$ cat config.mk
export PLATFORM = sky130hd
export DESIGN_NAME = swrl_ctrl
export DESIGN_NICKNAME = d
export VERILOG_FILES = /design/src/rtl/swrl_pkg.sv /design/src/rtl/swrl_ctrl.sv
export SDC_FILE = /design/constraint.sdc
export NUM_CORES = 1
export LEC_CHECK = 0
export BUFFER_PORTS_ARGS = -buffer_cell sky130_fd_sc_hd__buf_2
export CAP_MARGIN = 20
export CORE_AREA = 2 2 39 41
export DETAILED_ROUTE_END_ITERATION = 16
export DIE_AREA = 0 0 41 43
export GPL_TIMING_DRIVEN = 0
export HOLD_SLACK_MARGIN = 0.05
export PLACE_DENSITY = 0.56
export SLEW_MARGIN = 15
export SYNTH_ARGS = -nofsm -noshare
export SYNTH_HDL_FRONTEND = slang
export SYNTH_SLANG_ARGS = --single-unit
$ cat constraint.sdc
create_clock -name clk -period 1.1 [get_ports clk]
set_input_delay 0.22 -clock clk [delete_from_list [all_inputs] [get_ports clk]]
set_output_delay 0.22 -clock clk [all_outputs]
set_load 0.05 [all_outputs]
$ cat src/rtl/swrl_pkg.sv
// Shared types, constants and sizes of the sliding-window rate limiter.
package swrl_pkg;

  // Sizes
  localparam int USERS      = 64;
  localparam int LOG_DEPTH  = 16;
  localparam int TIME_BITS  = 32;

  localparam int USER_W     = (USERS > 1) ? $clog2(USERS) : 1;
  localparam int HEAD_W     = (LOG_DEPTH > 1) ? $clog2(LOG_DEPTH) : 1;
  localparam int CNT_W      = $clog2(LOG_DEPTH + 1);
  localparam int LOG_WORDS  = USERS * LOG_DEPTH;
  localparam int LOG_AW     = (LOG_WORDS > 1) ? $clog2(LOG_WORDS) : 1;

  // Field widths of items and registers
  localparam int OP_W       = 2;
  localparam int MAX_W      = 5;
  localparam int WIN_W      = 16;
  localparam int THR_W      = 9;
  localparam int PROD_W     = MAX_W + THR_W;
  localparam int REM_W      = 5;

  localparam logic [THR_W-1:0] THR_FULL = THR_W'(256);

  // Configuration register indexes
  localparam logic [1:0] REG_MAX_REQUESTS  = 2'd0;
  localparam logic [1:0] REG_WINDOW_LENGTH = 2'd1;
  localparam logic [1:0] REG_THROTTLE      = 2'd2;

  typedef enum logic [OP_W-1:0] {
    OP_REQUEST = 2'd0,
    OP_QUERY   = 2'd1,
    OP_CLEAR   = 2'd2,
    OP_NOP     = 2'd3
  } op_e;

  typedef enum logic [2:0] {
    ST_IDLE,
    ST_META_RD,
    ST_META_LD,
    ST_EXP_RD,
    ST_EXP_CHK,
    ST_DECIDE,
    ST_FINISH
  } state_t;

  // Per-user record kept in the meta RAM
  typedef struct packed {
    logic              known;
    logic [CNT_W-1:0]  count;
    logic [HEAD_W-1:0] head;
  } meta_t;

  localparam int META_W = $bits(meta_t);

  // Controller to datapath
  typedef struct packed {
    logic accept;
    logic meta_ld;
    logic meta_clear;
    logic res_zero;
    logic res_unknown;
    logic pop;
    logic keep_age;
    logic decide;
    logic out_load;
  } ctrl_cmd_t;

  // Datapath to controller
  typedef struct packed {
    op_e              op;
    logic             known;
    logic [CNT_W-1:0] count;
    logic             expired;
    logic             out_free;
  } dp_status_t;

endpackage

$ cat src/rtl/swrl_ctrl.sv
// Sequencer of the rate limiter: meta fetch, expiry walk, decision, result hand-off.
module swrl_ctrl (
  input  logic                   clk,
  input  logic                   rst,
  input  logic                   in_valid,
  output logic                   in_ready,
  input  swrl_pkg::dp_status_t   status,
  output swrl_pkg::ctrl_cmd_t    cmd
);
  import swrl_pkg::*;

  state_t state;
  state_t state_next;

  always_ff @(posedge clk) begin
    if (rst) begin
      state <= ST_IDLE;
    end else begin
      state <= state_next;
    end
  end

  always_comb begin
    state_next = state;
    unique case (state)
      ST_IDLE: begin
        if (in_valid) state_next = ST_META_RD;
      end
      ST_META_RD: state_next = ST_META_LD;
      ST_META_LD: begin
        priority if (status.op == OP_CLEAR || status.op == OP_NOP) begin
          state_next = ST_FINISH;
        end else if (status.op == OP_QUERY && !status.known) begin
          state_next = ST_FINISH;
        end else begin
          state_next = ST_EXP_RD;
        end
      end
      ST_EXP_RD: begin
        if (status.count == '0) state_next = ST_DECIDE;
        else state_next = ST_EXP_CHK;
      end
      ST_EXP_CHK: begin
        if (status.expired) state_next = ST_EXP_RD;
        else state_next = ST_DECIDE;
      end
      ST_DECIDE: state_next = ST_FINISH;
      ST_FINISH: begin
        if (status.out_free) state_next = ST_IDLE;
      end
      default: state_next = ST_IDLE;
    endcase
  end

  always_comb begin
    cmd      = '0;
    in_ready = 1'b0;
    unique case (state)
      ST_IDLE: begin
        // Take nothing while reset is held
        in_ready   = !rst;
        cmd.accept = in_valid && !rst;
      end
      ST_META_RD: ;
      ST_META_LD: begin
        cmd.meta_ld     = 1'b1;
        cmd.meta_clear  = (status.op == OP_CLEAR);
        cmd.res_zero    = (status.op == OP_CLEAR || status.op == OP_NOP);
        cmd.res_unknown = (status.op == OP_QUERY) && !status.known;
      end
      ST_EXP_RD: ;
      ST_EXP_CHK: begin
        cmd.pop      = status.expired;
        cmd.keep_age = !status.expired;
      end
      ST_DECIDE: cmd.decide = 1'b1;
      ST_FINISH: cmd.out_load = status.out_free;
      default: ;
    endcase
  end

endmodule

==> results of run 1 <==
==> placed cells by master, fill, tap and decap left out, types with 2 or more instances in the layout <==
cell and instances:
a21oi_1 2, and2_4 2, and3_4 2, buf_2 13, buf_4 9, buf_6 6, buf_8 6, clkbuf_4 3
dfxtp_4 3, nand3_1 2, nor2_1 4, nor2_4 2, nor2b_1 2, nor2b_4 2
==> synth_stat cells <==
| cell | instances | share of area |
|---|---|---|
| nor2_1 | 5 | 0.066 |
| nor2b_1 | 4 | 0.087 |
| and2_1 | 3 | 0.066 |
| dfxtp_1 | 3 | 0.21 |
| a21oi_1 | 2 | 0.035 |
| nand2_1 | 2 | 0.026 |
| nand3_1 | 2 | 0.035 |
| a221o_1 | 1 | 0.035 |
| a221oi_1 | 1 | 0.031 |
| a2bb2oi_1 | 1 | 0.031 |
| and2b_4 | 1 | 0.035 |
| and3_1 | 1 | 0.022 |
| and3_2 | 1 | 0.026 |
| and3b_1 | 1 | 0.031 |
| buf_6 | 1 | 0.039 |
| nand2b_2 | 1 | 0.031 |
| nor2_2 | 1 | 0.022 |
| nor3_1 | 1 | 0.017 |
| nor3b_1 | 1 | 0.026 |
| nor3b_2 | 1 | 0.044 |
| nor4_1 | 1 | 0.022 |
| o31ai_2 | 1 | 0.044 |
| or3_1 | 1 | 0.022 |
==> routing by layer <==
layer / routed length [microns] / GRT usage / vias to the layer above
met2: 592 / 0.231 / 10
li1: - / - / 212
met4: 0 / 0.0400 / 0
met1: 397 / 0.112 / 198
met5: 0 / 0 / -
met3: 41 / 0.0471 / 0
==> area by class of cell <==
cell class / instances / area, sq um
buffer: 1 / 11.3
sequential: 3 / 71.3
multi-input combinational: 33 / 282
clock buffer: 4 / 26.3
timing repair buffer: 34 / 299
fill: 116 / 674
tap: 16 / 20.0
==> repair_timing <==
item	4_1_cts	5_1_grt
resized for setup	29	3
setup buffers	9	4
pin swaps	8	2
gates cloned	0	0
endpoints found under the hold margin	0	0
endpoints found under the setup margin	12	13
==> power groups by stage <==
stage / clock (uW) / sequential (uW) / combinational (uW)
3_3_place_gp: 0 / 203 / 399
2_1_floorplan: 0 / 189 / 321
6_report: 186 / 193 / 692
5_1_grt: 204 / 198 / 730
3_5_place_dp: 0 / 201 / 400
4_1_cts: 198 / 198 / 621
==> through the flow <==
step	setup TNS (ps)	power (uW)	hold slack (ps)	area, sq um	utilization
floorplan	-2550	510	283	343	-
CTS	-3510	1020	216	676	0.488
finish	-3630	1070	232	709	0.513
global route	-4350	1130	249	709	0.513
detailed placement	-1520	601	460	473	0.342
global placement	-1520	601	463	473	0.342
==> critical path, delay by kind of cell, from the launching register on <==
family        cells  cell delay, ps
simple gates      3             530
flops             1             380
buf+inv           1             150
==> worst paths after layout <==
kind	startpoint	to	slack (ps)	cells past startpoint
worst min-delay path	rst	state[1]	230	2
worst max register to register	state[0]	state[0]	-230	5
worst min register to register	state[0]	state[0]	530	1
worst max-delay path	state[1]	cmd[6]	-400	4
==> kinds of logic after synthesis <==
family	count (synthesis)	synth area share
compound gates	6	0.175
buf+inv	1	0.0393
flops	3	0.210
simple gates	27	0.576
==> results.yml, run 1 <==
sta:
  slew_headroom: 0.837
  rsz0062_at_grt: "true"
  period_share: 1.36
  worst_pin_slew_ps: 246
  setup_violations: 12
  fmaxAchievable_ghz: 0.668
  period_needed_ps: 1500
  setup_ws_ps: -397
  clock_skew_ps: 1.72
  hold_violations: 0
  slew_viol_final: 0
final_layout:
  drive_gt1_frac: 0.747
  diodes: 0
  largest_reg_flops: 3
  stdcell_count: 91
  final_nets: 89
  regMostFlops: "state"
  syn_to_final_growth_pct: 148
  top_regs: "state x3"
worst_setup_path:
  crit_path_top_delay_cell: "dfxtp_4"
  critical_path_required_ps: 880
  worst_path_largest_cell_delay_ps: 380
  critPathMaxFanout: 5
  start_kind: "flop"
  cp_cell_sequence: "nor3b_4 > and2_4 > nor2b_4 > buf_8"
  crit_type: "reg2out"
  endpoint_kind: "output pin"
  crit_arrival_ps: 1280
clock_network:
  cts-buffers-inserted: 3
  clock_tree.buffer_depth: 2
  ctsHtreeMaxLevel: 1
  cts_tree: "built"
  clkTransAtPathRegs_ps: 30
  clock_latency_ps: 230
  cts-root-buf: "clkbuf_4"
  cts_hold_buf: 0
  cts.sinks: 3
floorplanning:
  io_pins: 23
  die_w_microns: 41
  core_area_sq_um: 1380
  initial_core_util: 0.207
  std_cell_rows: 14
  die_area_sq_um: 1760
  die_h_microns: 43
yosys:
  synth_fp_nets: 50
  synth.avg_cell_area_sq_um: 7.74
  synth-seq-cells: 3
  yosys_warnings: 0
  synthCells: 37
  synthDistinctLibCells: 23
  syn-cell-area_sq_um: 287
  seq_area_frac_synth: 0.210
pwr:
  swShare: 0.391
  p_leak_uw: 0.000321
  comb_power_share: 0.646
  netSwitchingPower_uw: 419
  clockPowerShare: 0.173
  ir_drop_mv: 0.646
  intPower_uw: 652
  powerDensity_nw_per_um2: 1510
  seqPwrFrac: 0.180
placement:
  dp_hpwl_microns: 611
  gp_congestion: 0.646
  place_inst: 75
  portBuffers: 22
  post-place-ws_ps: -254
grt:
  grt_pass1_wl_microns: 1500
  antenna_found_initial: 0
  grt_overflow: 0
  grt_pass1_vias: 385
  grt_max_degree: 8
  grtUsageTotal: 0.124
routing:
  avgViaCountPerCell: 4.62
  route.vias.total: 420
  drt_iter0_drc: 5
  post_drt_wl_per_cell_microns: 11.3
  final_antenna_net_count: 0
  drc: 0
  wl_microns: 1030
  dr.pass1.iters: 4
job:
  maxCapViolations: 0
min_path:
  hold_class: "in2reg"
status:
  violations: "setup timing"
  status: "complete, but fails checks"
No activity file was read; power rests on OpenSTA's default activity.
==> run 2, diff against run 1 <==
Settings changed: CTS_BUF_LIST set to sky130_fd_sc_hd__clkbuf_8 sky130_fd_sc_hd__clkbuf_16.
==> results.yml, run 2 (synthesis gave the netlist of run 1 again) <==
pwr:
  p_leak_uw: 0.000351
  ir_drop_mv: 0.739
  powerDensity_nw_per_um2: 1600
clock_network:
  cts_hold_buf: 0
  cts.sinks: 3
  ctsHtreeMaxLevel: 1
  cts-buffers-inserted: 3
  cts_tree: "built"
  cts-root-buf: "clkbuf_8"
  clock_tree.buffer_depth: 2
  clock_latency_ps: 210
  clkTransAtPathRegs_ps: 30
status:
  status: "complete, but fails checks"
  violations: "setup timing"
routing:
  final_antenna_net_count: 0
  wl_microns: 971
  post_drt_wl_per_cell_microns: 10.3
  route.vias.total: 423
  avgViaCountPerCell: 4.50
  drt_iter0_drc: 6
  drc: 0
  dr.pass1.iters: 3
worst_setup_path:
  cpLargestDelayFamily: "simple AND/OR/NAND/NOR gates"
  path_depth: 4
  path_buf_inv: 1
  critical_path_required_ps: 880
  endpoint_kind: "output pin"
  crit_path_top_delay_cell: "dfxtp_4"
  crit_arrival_ps: 1240
  critPathMaxFanout: 6
  cp_cell_sequence: "nor3b_4 > and2_4 > nor2b_4 > buf_8"
  crit_type: "reg2out"
  reg2reg_depth: 5
  worst_path_largest_cell_delay_ps: 370
  start_kind: "flop"
floorplanning:
  io_pins: 23
  die_w_microns: 41
  die_h_microns: 43
  core_area_sq_um: 1380
  die_area_sq_um: 1760
  initial_core_util: 0.207
  std_cell_rows: 14
placement:
  gp_congestion: 0.646
  dp_hpwl_microns: 611
  place_inst: 75
  portBuffers: 22
  post-place-ws_ps: -254
sta:
  setup_tns_ps: -3440
  clock_skew_ps: 2.00
  period_needed_ps: 1460
  rsz0062_at_grt: "true"
  setup_violations: 13
  hold_violations: 0
  period_share: 1.33
  fmaxAchievable_ghz: 0.683
  worst_pin_slew_ps: 246
  slew_viol_final: 0
  setup_ws_ps: -364
  holdWs_ps: 245
  slew_headroom: 0.837
grt:
  grt_pass1_vias: 371
  grt_max_degree: 8
  grt_pass1_wl_microns: 1410
  antenna_found_initial: 0
  grtUsageTotal: 0.112
  grt_overflow: 0
final_layout:
  final_common_cell: "buf_4"
  diodes: 0
  top_regs: "state x3"
  drive_gt1_frac: 0.756
  fillCellCount: 114
  syn_to_final_growth_pct: 159
  largest_reg_flops: 3
  stdcell_count: 94
  final_cell_mix: "buf_4, buf_2, buf_8"
  regMostFlops: "state"
  final_nets: 92
  fin_util: 0.537
  multi_input_area_sq_um: 287
  register_area_sq_um: 71.3
min_path:
  hold_class: "in2reg"
  hold_depth: 2
job:
  maxCapViolations: 0
==> run 2: worst reg2reg max path: cells and delay by family (launching register included) <==
kind / cells / cell delay, ps
AO/OA/AOI/OAI: 2 / 560
buffers and inverters: 2 / 260
flip-flops: 1 / 390
AND/OR/NAND/NOR: 1 / 40
==> run 2: layout make-up <==
type | instances | share of cell area
clock inverter | 1 | 0.00505
buffer | 1 | 0.0202
tap | 16 | 0.0269
multi-input combinational | 33 | 0.386
sequential | 3 | 0.0960
clock buffer | 3 | 0.0556
timing repair buffer | 37 | 0.411
==> run 2: power by group <==
group,switching [uW],internal [uW],leakage (uW),total [uW]
Combinational,318,382,0.000298,699
Sequential,50.9,142,0.0000267,193
Clock,62.7,237,0.0000269,299
Total,431,761,0.000351,1190
==> run 2: stage by stage <==
| stage | instance area, sq um | power [uW] |
|---|---|---|
| after floorplan | 343 | 510 |
| final | 743 | 1190 |
| after CTS | 691 | 1120 |
| after detailed placement | 473 | 601 |
| after global routing | 743 | 1260 |
| after global placement | 473 | 601 |
==> run 2: what timing repair did <==
action | CTS | global route
pin swaps | 8 | 1
resized for setup | 29 | 4
setup buffers | 10 | 6
setup endpoints to repair | 12 | 13
==> run 2: path summary, 6_finish.rpt <==
check | slack [ps] | from | end
worst max-delay path | -360 | state[1] | cmd[6]
worst min-delay path | 250 | rst | state[1]
worst max register to register | -240 | state[0] | state[0]
worst min register to register | 530 | state[0] | state[0]
==> run 2: per-layer routing <==
metal | vias up | wire (microns) | global-route usage
met1 | 194 | 391 | 0.112
li1 | 217 | - | -
met3 | 0 | 49 | 0.0314
met5 | - | 0 | 0
met4 | 0 | 0 | 0.0400
met2 | 12 | 530 | 0.203
==> run 3, diff against run 2 <==
Settings changed: SKIP_CTS_REPAIR_TIMING set to 1.
Clock period 1.1 ns to 1.25 ns, I/O delays scaled along.
==> results.yml, run 3 (synthesis gave the netlist of run 1 again) <==
status:
  status: "complete, but fails checks"
  violations: "setup timing"
grt:
  grtUsageTotal: 0.0994
  grt_pass1_vias: 284
  grt_overflow: 0
  grt_max_degree: 11
  grt_pass1_wl_microns: 1160
  antenna_found_initial: 0
pwr:
  comb_power_share: 0.488
  seqPwrFrac: 0.194
  intPower_uw: 532
  clockPowerShare: 0.318
  p_leak_uw: 0.000276
  ir_drop_mv: 0.634
  powerDensity_nw_per_um2: 1440
  netSwitchingPower_uw: 341
  swShare: 0.391
floorplanning:
  core_area_sq_um: 1380
  die_h_microns: 43
  std_cell_rows: 14
  die_area_sq_um: 1760
  die_w_microns: 41
  io_pins: 23
  initial_core_util: 0.207
sta:
  setup_tns_ps: -1960
  period_needed_ps: 1510
  period_share: 1.21
  rsz0062_at_grt: "true"
  worst_pin_slew_ps: 256
  holdWs_ps: 268
  fmaxAchievable_ghz: 0.662
  setup_violations: 10
  slew_viol_final: 0
  hold_violations: 0
  clock_skew_ps: 1.28
  setup_ws_ps: -260
  slew_headroom: 0.828
clock_network:
  clkTransAtPathRegs_ps: 30
  ctsHtreeMaxLevel: 1
  clock_tree.buffer_depth: 2
  cts-root-buf: "clkbuf_8"
  clock_latency_ps: 220
  cts-buffers-inserted: 3
  cts_tree: "built"
  cts.sinks: 3
final_layout:
  largest_reg_flops: 3
  fillCellCount: 145
  syn_to_final_growth_pct: 111
  register_area_sq_um: 68.8
  multi_input_area_sq_um: 267
  drive_gt1_frac: 0.697
  top_regs: "state x3"
  regMostFlops: "state"
  diodes: 0
  final_common_cell: "buf_2"
  fin_util: 0.438
  final_cell_mix: "buf_2, buf_6, nor2_1, buf_8, buf_4"
  stdcell_count: 82
  final_nets: 80
worst_setup_path:
  endpoint: "cmd[6]"
  crit_arrival_ps: 1260
  crit_type: "reg2out"
  critical_path_required_ps: 1000
  r2r-end: "state[0]"
  endpoint_kind: "output pin"
  critPathMaxFanout: 7
  startpoint: "state[1]"
  reg2reg_depth: 4
  r2r_slack_ps: 30
  start_kind: "flop"
  reg2reg_from: "state[0]"
placement:
  portBuffers: 22
  place_inst: 75
  dp_hpwl_microns: 650
  gp_congestion: 0.682
routing:
  drt_iter0_drc: 1
  drc: 0
  avgViaCountPerCell: 4.49
  route.vias.total: 368
  post_drt_wl_per_cell_microns: 10.8
  dr.pass1.iters: 2
  final_antenna_net_count: 0
  wl_microns: 883
min_path:
  hold_class: "in2reg"
job:
  maxCapViolations: 0
run 3: cell count changes in the layout (fill, tap and decap cells not counted), sizes merged:
cell	previous run	this run
buf	38	26
run 3: worst min path at each step:
stage | endpoint | from | depth (start not counted)
after CTS | state[1] | rst | 2
final | state[1] | rst | 2
after global placement | state[1] | rst | 2
after detailed placement | state[1] | rst | 2
after floorplan | state[1] | rst | 1
after global routing | state[1] | rst | 2
run 3: layer usage:
metal	vias to the layer above	global-route usage	wire, microns
met4	0	0.0600	0
met5	-	0	0
met3	0	0.0314	44
li1	192	-	-
met1	166	0.0997	347
met2	10	0.166	490
run 3: final cells by class:
type | instances | area share
clock inverter | 1 | 0.00620
tap | 16 | 0.0331
buffer | 1 | 0.0186
sequential | 3 | 0.114
multi-input combinational | 33 | 0.440
clock buffer | 3 | 0.0682
timing repair buffer | 25 | 0.320
run 3: worst max-delay path, cell delays in order, from the launching register on:
cell and delay [ps]:
dfxtp_4 390, nor3b_4 210, and2_4 160, nor2b_4 140, buf_8 150
run 3: stage by stage:
stage / instance area (sq um) / power [uW] / setup WS, ps
6_report: 606 / 873 / -260
3_5_place_dp: 464 / 525 / -143
4_1_cts: 509 / 814 / -376
2_1_floorplan: 334 / 443 / -626
5_1_grt: 606 / 925 / -327
3_3_place_gp: 464 / 526 / -147
run 3: power by group through the flow:
| stage | registers, uW | clock network (uW) | logic (uW) |
|---|---|---|---|
| global route | 174 | 295 | 456 |
| floorplan | 163 | 0 | 280 |
| global placement | 175 | 0 | 350 |
| CTS | 173 | 288 | 353 |
| finish | 169 | 278 | 426 |
| detailed placement | 173 | 0 | 352 |
